===== src/hdl/zobtt_pkg.sv =====
package zobtt_pkg;

	localparam int BOARD_W    = 64;
	localparam int KEY_W      = 32;
	localparam int STATUS_W   = 3;
	localparam int VALUE_W    = 4;
	localparam int SLOT_W     = 16;
	localparam int MATCH_W    = 53;
	localparam int VALUE_LSB  = 60;
	localparam int CODE_W     = 4;
	localparam int CELL_COUNT = 12;
	localparam int PLAYER_BIT = 48;
	localparam int MOVE_LSB   = 49;

	localparam logic MODE_LOOKUP = 1'b0;
	localparam logic MODE_INSERT = 1'b1;

	localparam logic [STATUS_W-1:0] STAT_FOUND     = 3'd0;
	localparam logic [STATUS_W-1:0] STAT_ABSENT    = 3'd1;
	localparam logic [STATUS_W-1:0] STAT_EXHAUSTED = 3'd2;
	localparam logic [STATUS_W-1:0] STAT_INSERTED  = 3'd3;
	localparam logic [STATUS_W-1:0] STAT_UPDATED   = 3'd4;

	typedef enum logic [2:0] {
		FSM_CLEAR,
		FSM_IDLE,
		FSM_PROBE,
		FSM_CHECK,
		FSM_EMIT
	} fsm_state_t;

	localparam logic [KEY_W-1:0] CELL_ROM [CELL_COUNT][16] = '{
		'{32'd0, 32'd1804289383, 32'd1505335290, 32'd1205554746, 32'd1968078301,
		  32'd590011675, 32'd290852541, 32'd1045618677, 32'd757547896, 32'd444454915,
		  32'd1215069295, 32'd1989311423, 32'd1687063760, 32'd0, 32'd0, 32'd0},
		'{32'd0, 32'd1227918265, 32'd1995168598, 32'd623271449, 32'd319571911,
		  32'd1086411056, 32'd1857631170, 32'd1562469902, 32'd188364873, 32'd2017252061,
		  32'd1708421557, 32'd1416980517, 32'd1110582131, 32'd0, 32'd0, 32'd0},
		'{32'd0, 32'd661315303, 32'd362860358, 32'd1126333064, 32'd818749156,
		  32'd514134199, 32'd1284681320, 32'd2055460636, 32'd1759697306, 32'd1439342445,
		  32'd71876166, 32'd842133572, 32'd1610048249, 32'd0, 32'd0, 32'd0},
		'{32'd0, 32'd89789692, 32'd1920540202, 32'd1633333913, 32'd1322670498,
		  32'd2099602078, 32'd707676680, 32'd415587398, 32'd111714879, 32'd1956681178,
		  32'd1646153577, 32'd272081135, 32'd2115950905, 32'd0, 32'd0, 32'd0},
		'{32'd0, 32'd598268513, 32'd286129175, 32'd1049489039, 32'd1834256778,
		  32'd1526261789, 32'd1224552512, 32'd912370068, 32'd608905406, 32'd296121872,
		  32'd2144173174, 32'd766615507, 32'd469800673, 32'd0, 32'd0, 32'd0},
		'{32'd0, 32'd1096799004, 32'd1856146135, 32'd1557536497, 32'd183990277,
		  32'd2023096691, 32'd1714566222, 32'd351897519, 32'd38645617, 32'd1888747329,
		  32'd1582528011, 32'd1266305335, 32'd2049663803, 32'd0, 32'd0, 32'd0},
		'{32'd0, 32'd1599854414, 32'd214780621, 32'd988039572, 32'd677741240,
		  32'd1455091466, 32'd81038786, 32'd839148289, 32'd537411375, 32'd1309058823,
		  32'd2085997689, 32'd707956661, 32'd1473834340, 32'd0, 32'd0, 32'd0},
		'{32'd0, 32'd1019288695, 32'd1795081523, 32'd421093279, 32'd114810857,
		  32'd1954323550, 32'd1662292864, 32'd267189329, 32'd1049253433, 32'd1819267000,
		  32'd1503847010, 32'd128959393, 32'd1976973646, 32'd0, 32'd0, 32'd0},
		'{32'd0, 32'd1530438140, 32'd158946141, 32'd1992573474, 32'd612787484,
		  32'd1396673875, 32'd1085856331, 32'd1854680614, 32'd479406137, 32'd171676246,
		  32'd938891628, 32'd640924275, 32'd331817660, 32'd0, 32'd0, 32'd0},
		'{32'd0, 32'd2029893588, 32'd646125617, 32'd353272483, 32'd33267067,
		  32'd820885701, 32'd509160483, 32'd212803518, 32'd979730751, 32'd681628745,
		  32'd1443730104, 32'd1145702396, 32'd1907921120, 32'd0, 32'd0, 32'd0},
		'{32'd0, 32'd383803757, 32'd1160721591, 32'd1920542938, 32'd543497852,
		  32'd1318701851, 32'd1012836014, 32'd708439997, 32'd405830208, 32'd101133139,
		  32'd872194726, 32'd574014618, 32'd252959875, 32'd0, 32'd0, 32'd0},
		'{32'd0, 32'd889299482, 32'd1654321064, 32'd283545993, 32'd1058850617,
		  32'd746974583, 32'd1511305073, 32'd1220372842, 32'd907127155, 32'd594260387,
		  32'd1372829053, 32'd2140627706, 32'd772686469, 32'd0, 32'd0, 32'd0}
	};

	localparam logic [KEY_W-1:0] MOVE_ROM [16] = '{
		32'd0, 32'd462648444, 32'd965671178, 32'd1468590567, 32'd901501096,
		32'd1396130115, 32'd829939201, 32'd255697463, 32'd755944791, 32'd178959410,
		32'd691212257, 32'd119126546, 32'd631979362, 32'd0, 32'd0, 32'd0
	};

	localparam logic [KEY_W-1:0] SIDE_ROM [2] = '{32'd842357681, 32'd1505898414};

endpackage


===== src/hdl/zobtt_hash.sv =====
module zobtt_hash
	import zobtt_pkg::*;
(
	input  logic [BOARD_W-1:0] board,
	output logic [KEY_W-1:0]   key
);

	always_comb begin
		logic [KEY_W-1:0] acc;
		acc = SIDE_ROM[board[PLAYER_BIT]] ^ MOVE_ROM[board[MOVE_LSB +: CODE_W]];
		for (int i = 0; i < CELL_COUNT; i++) begin
			acc = acc ^ CELL_ROM[i][board[CODE_W*i +: CODE_W]];
		end
		key = acc;
	end

endmodule


===== config.mk =====
export PLATFORM = sky130hd
export DESIGN_NAME = zobtt_hash
export DESIGN_NICKNAME = d
export VERILOG_FILES = /design/src/hdl/zobtt_pkg.sv /design/src/hdl/zobtt_hash.sv
export SDC_FILE = /design/constraint.sdc
export NUM_CORES = 1
export LEC_CHECK = 0
export ABC_AREA = 1
export ABC_CLOCK_PERIOD_IN_PS = 4600
export BUFFER_PORTS_ARGS = -buffer_cell sky130_fd_sc_hd__buf_4
export CORE_MARGIN = 2
export CORE_UTILIZATION = 50
export DETAILED_ROUTE_END_ITERATION = 16
export GPL_ROUTABILITY_DRIVEN = 0
export PLACE_DENSITY = 0.65
export SLEW_MARGIN = 25
export SYNTH_ARGS = -nofsm -noshare
export SYNTH_HDL_FRONTEND = slang
export SYNTH_SLANG_ARGS = --single-unit

===== constraint.sdc =====
create_clock -name vclk -period 4.6
set_clock_uncertainty 0.15 [all_clocks]
set_input_delay 0.23 -clock vclk [all_inputs]
set_output_delay 0.23 -clock vclk [all_outputs]
set_load 0.02 [all_outputs]

==> flow_summary.json <==
{
  "outcome": "finished clean",
  "seq_area_frac_synth": 0,
  "p_comb_frac": 1.000,
  "port-buffer-count": 84,
  "layout_commonest_cell": "sky130_fd_sc_hd__nand2_1",
  "netlist_area_sq_um": 13100,
  "power.ir.vdd_worst_v": 0.000219,
  "min_path_cells": 6,
  "final-seq-area_sq_um": 0,
  "internal_power_uw": 959,
  "busiest_layer": "met2",
  "min-delay-path-class": "in2out",
  "initial_utilization": 0.505,
  "post_synthesis_net_count": 2819,
  "finish.net_count": 2832,
  "routed-via-count": 17046,
  "post-route-util": 0.529,
  "critical_path_class": "in2out",
  "design_power_total_uw": 2930,
  "yosysWarnings": 0,
  "post_cts_buffers": 0,
  "antenna_violating_nets_post_route": 0,
  "worstPathMaxFanout": 9,
  "met2_usage": 0.548,
  "dp.final_hpwl_mm": 45.6,
  "synthToLayoutAreaGrowth_pct": 4.86,
  "clkPwrFrac": 0,
  "routed_wirelength_mm": 53.4,
  "die_area_sq_um": 27500,
  "sw_frac_of_total": 0.672,
  "critical_path.max_stage_delay_ps": 750,
  "fp-row-count": 59,
  "muxShareOfSynthArea": 0,
  "pwr_density_cell_nw_per_um2": 213,
  "layout.cells.most_common_list": "sky130_fd_sc_hd__nand2_1 (1,116), sky130_fd_sc_hd__inv_1 (322), sky130_fd_sc_hd__nand3_1 (269), sky130_fd_sc_hd__o21ai_0 (183), sky130_fd_sc_hd__nor2_1 (158)",
  "slew-limit-headroom": 0.346,
  "floorplan.io_pins": 96,
  "synthesis.area_per_instance_sq_um": 4.94,
  "groute.layer.met1.usage": 0.484,
  "floorplan.die.width_um": 166,
  "hold_fix_buffer_count_after_cts": 0,
  "final_critical_path_setup_slack_ps": 1480,
  "grtUsageMet3": 0.0632,
  "largest_family_of_logic_cells_by_synthesized_area": "simple AND/OR/NAND/NOR gates",
  "die_y_um": 166,
  "core-area_sq_um": 25900,
  "sequentialPowerShare": 0,
  "yosys.area_share.simple": 0.501,
  "setup.worst_path.start_class": "input port",
  "setup.worst_path.end_class": "output port",
  "iteration_0_drc_count_of_the_detailed_router": 2680,
  "max_cap_violations": 0,
  "clockBufferCount": 0,
  "fmax_mhz": 320,
  "slew_viols_final": 0,
  "cts_repair_resize_count": 0,
  "post_synth_inst_count": 2649,
  "globalRoute.totalOverflow": 0,
  "seq_cells": 0,
  "crit_path_cell_trace": "buf_4 > inv_1 > ha_1 > o21ai_0 > xnor2_1 > inv_1 > nand2_1 > nand2_1 > nand2_1 > nand2_1 > inv_1 > nand2_1 > nand2_1 > buf_4",
  "post-route-min-period_ps": 3120,
  "grt_start_max_net_pins": 29,
  "worst_hold_slack_ps": 952,
  "yosys.area_share.adder": 0.101,
  "critPathMostFrequentCell": "sky130_fd_sc_hd__nand2_1",
  "routedWlPerCell_um": 17.8,
  "timing.final.hold_violations": 0,
  "switching_power_uw": 1970,
  "grt_first_pass_wirelength_mm": 79.7,
  "insertedDiodeCount": 0,
  "share_of_final_layout_standard_cells_stronger_than_drive_strength_1": 0.0447,
  "timing.final.setup_violations": 0,
  "worst_path_max_delay_cell": "sky130_fd_sc_hd__o21ai_0",
  "total_leakage_power_uw": 0.00851,
  "vias_per_cell": 5.69,
  "arrival_ps": 2740,
  "timing_worst_slew_pin_value_ps": 970,
  "ys_types": 38,
  "finalSetupTns_ps": 0,
  "drt_pre_antenna_iters": 7,
  "post_synth_xor_area_fraction": 0.142,
  "critPathRequiredTime_ps": 4220,
  "synth_compound_gate_area_share": 0.125,
  "preCtsSetupSlack_ps": 1560,
  "antenna_found_initial": 0,
  "period_share": 0.679,
  "first_global_vias": 14441,
  "rsz0062_at_grt": "no",
  "grt_overall_usage": 0.369,
  "remaining_drc_errors": 0
}
==> power by group through the flow <==
stage          Clock, uW  Sequential (uW)  Combinational (uW)
2_1_floorplan          0                0                1930
5_1_grt                0                0                3180
3_3_place_gp           0                0                2790
6_report               0                0                2930
3_5_place_dp           0                0                2830
4_1_cts                0                0                2850
==> final timing paths <==
check | from | end | slack [ps]
setup / recovery | board[32] | key[6] | 1480
hold / removal | board[47] | key[18] | 950
==> cell usage after synthesis, drive strengths merged, types with 8 or more instances <==
cell type / instances / area share
or2: 22 / 0.011
xor2: 116 / 0.078
nand2: 1120 / 0.32
a21o: 8 / 0.0046
inv: 342 / 0.098
a21oi: 41 / 0.016
nand3: 269 / 0.10
buf: 69 / 0.031
nand4: 18 / 0.0086
o211ai: 12 / 0.0069
o22ai: 14 / 0.0067
nor2: 158 / 0.045
o21ai: 217 / 0.083
ha: 106 / 0.10
xnor2: 95 / 0.064
nand3b: 14 / 0.0080
==> metrics by stage <==
stage	instances	area (sq um)
after floorplan	2649	13100
final	2995	13700
after global placement	2995	13700
after CTS	2995	13700
after detailed placement	2995	13700
after global routing	2995	13700
==> final cells by class <==
cell class / count / area (sq um)
inverter: 342 / 1290
timing repair buffer: 84 / 631
multi-input combinational: 2234 / 11400
fill: 2900 / 12200
tap: 335 / 419
==> worst max-delay path, delay by kind of cell <==
kind                       cells  cell delay (ps)
buffers and inverters          5              710
and+or+nand+nor                6              540
AOI/OAI and AO/OA              1              750
adders and majority gates      1              330
xor gates and xnor gates       1              190
==> cell families (layout without fill, tap and decap cells) <==
kind of cell    Yosys count  in the layout
other cells               1              1
xor+xnor                211            211
compound gates          306            306
simple gates           1610           1610
buf+inv                 415            426
fa+ha+maj               106            106
==> layer usage <==
| metal | wire length (um) | share of wire |
|---|---|---|
| met1 | 20800 | 0.39 |
| met2 | 21300 | 0.40 |
| met3 | 6440 | 0.12 |
| met4 | 4850 | 0.091 |
| met5 | 0 | 0 |
Note: power is estimated with default switching activity, not from simulation.
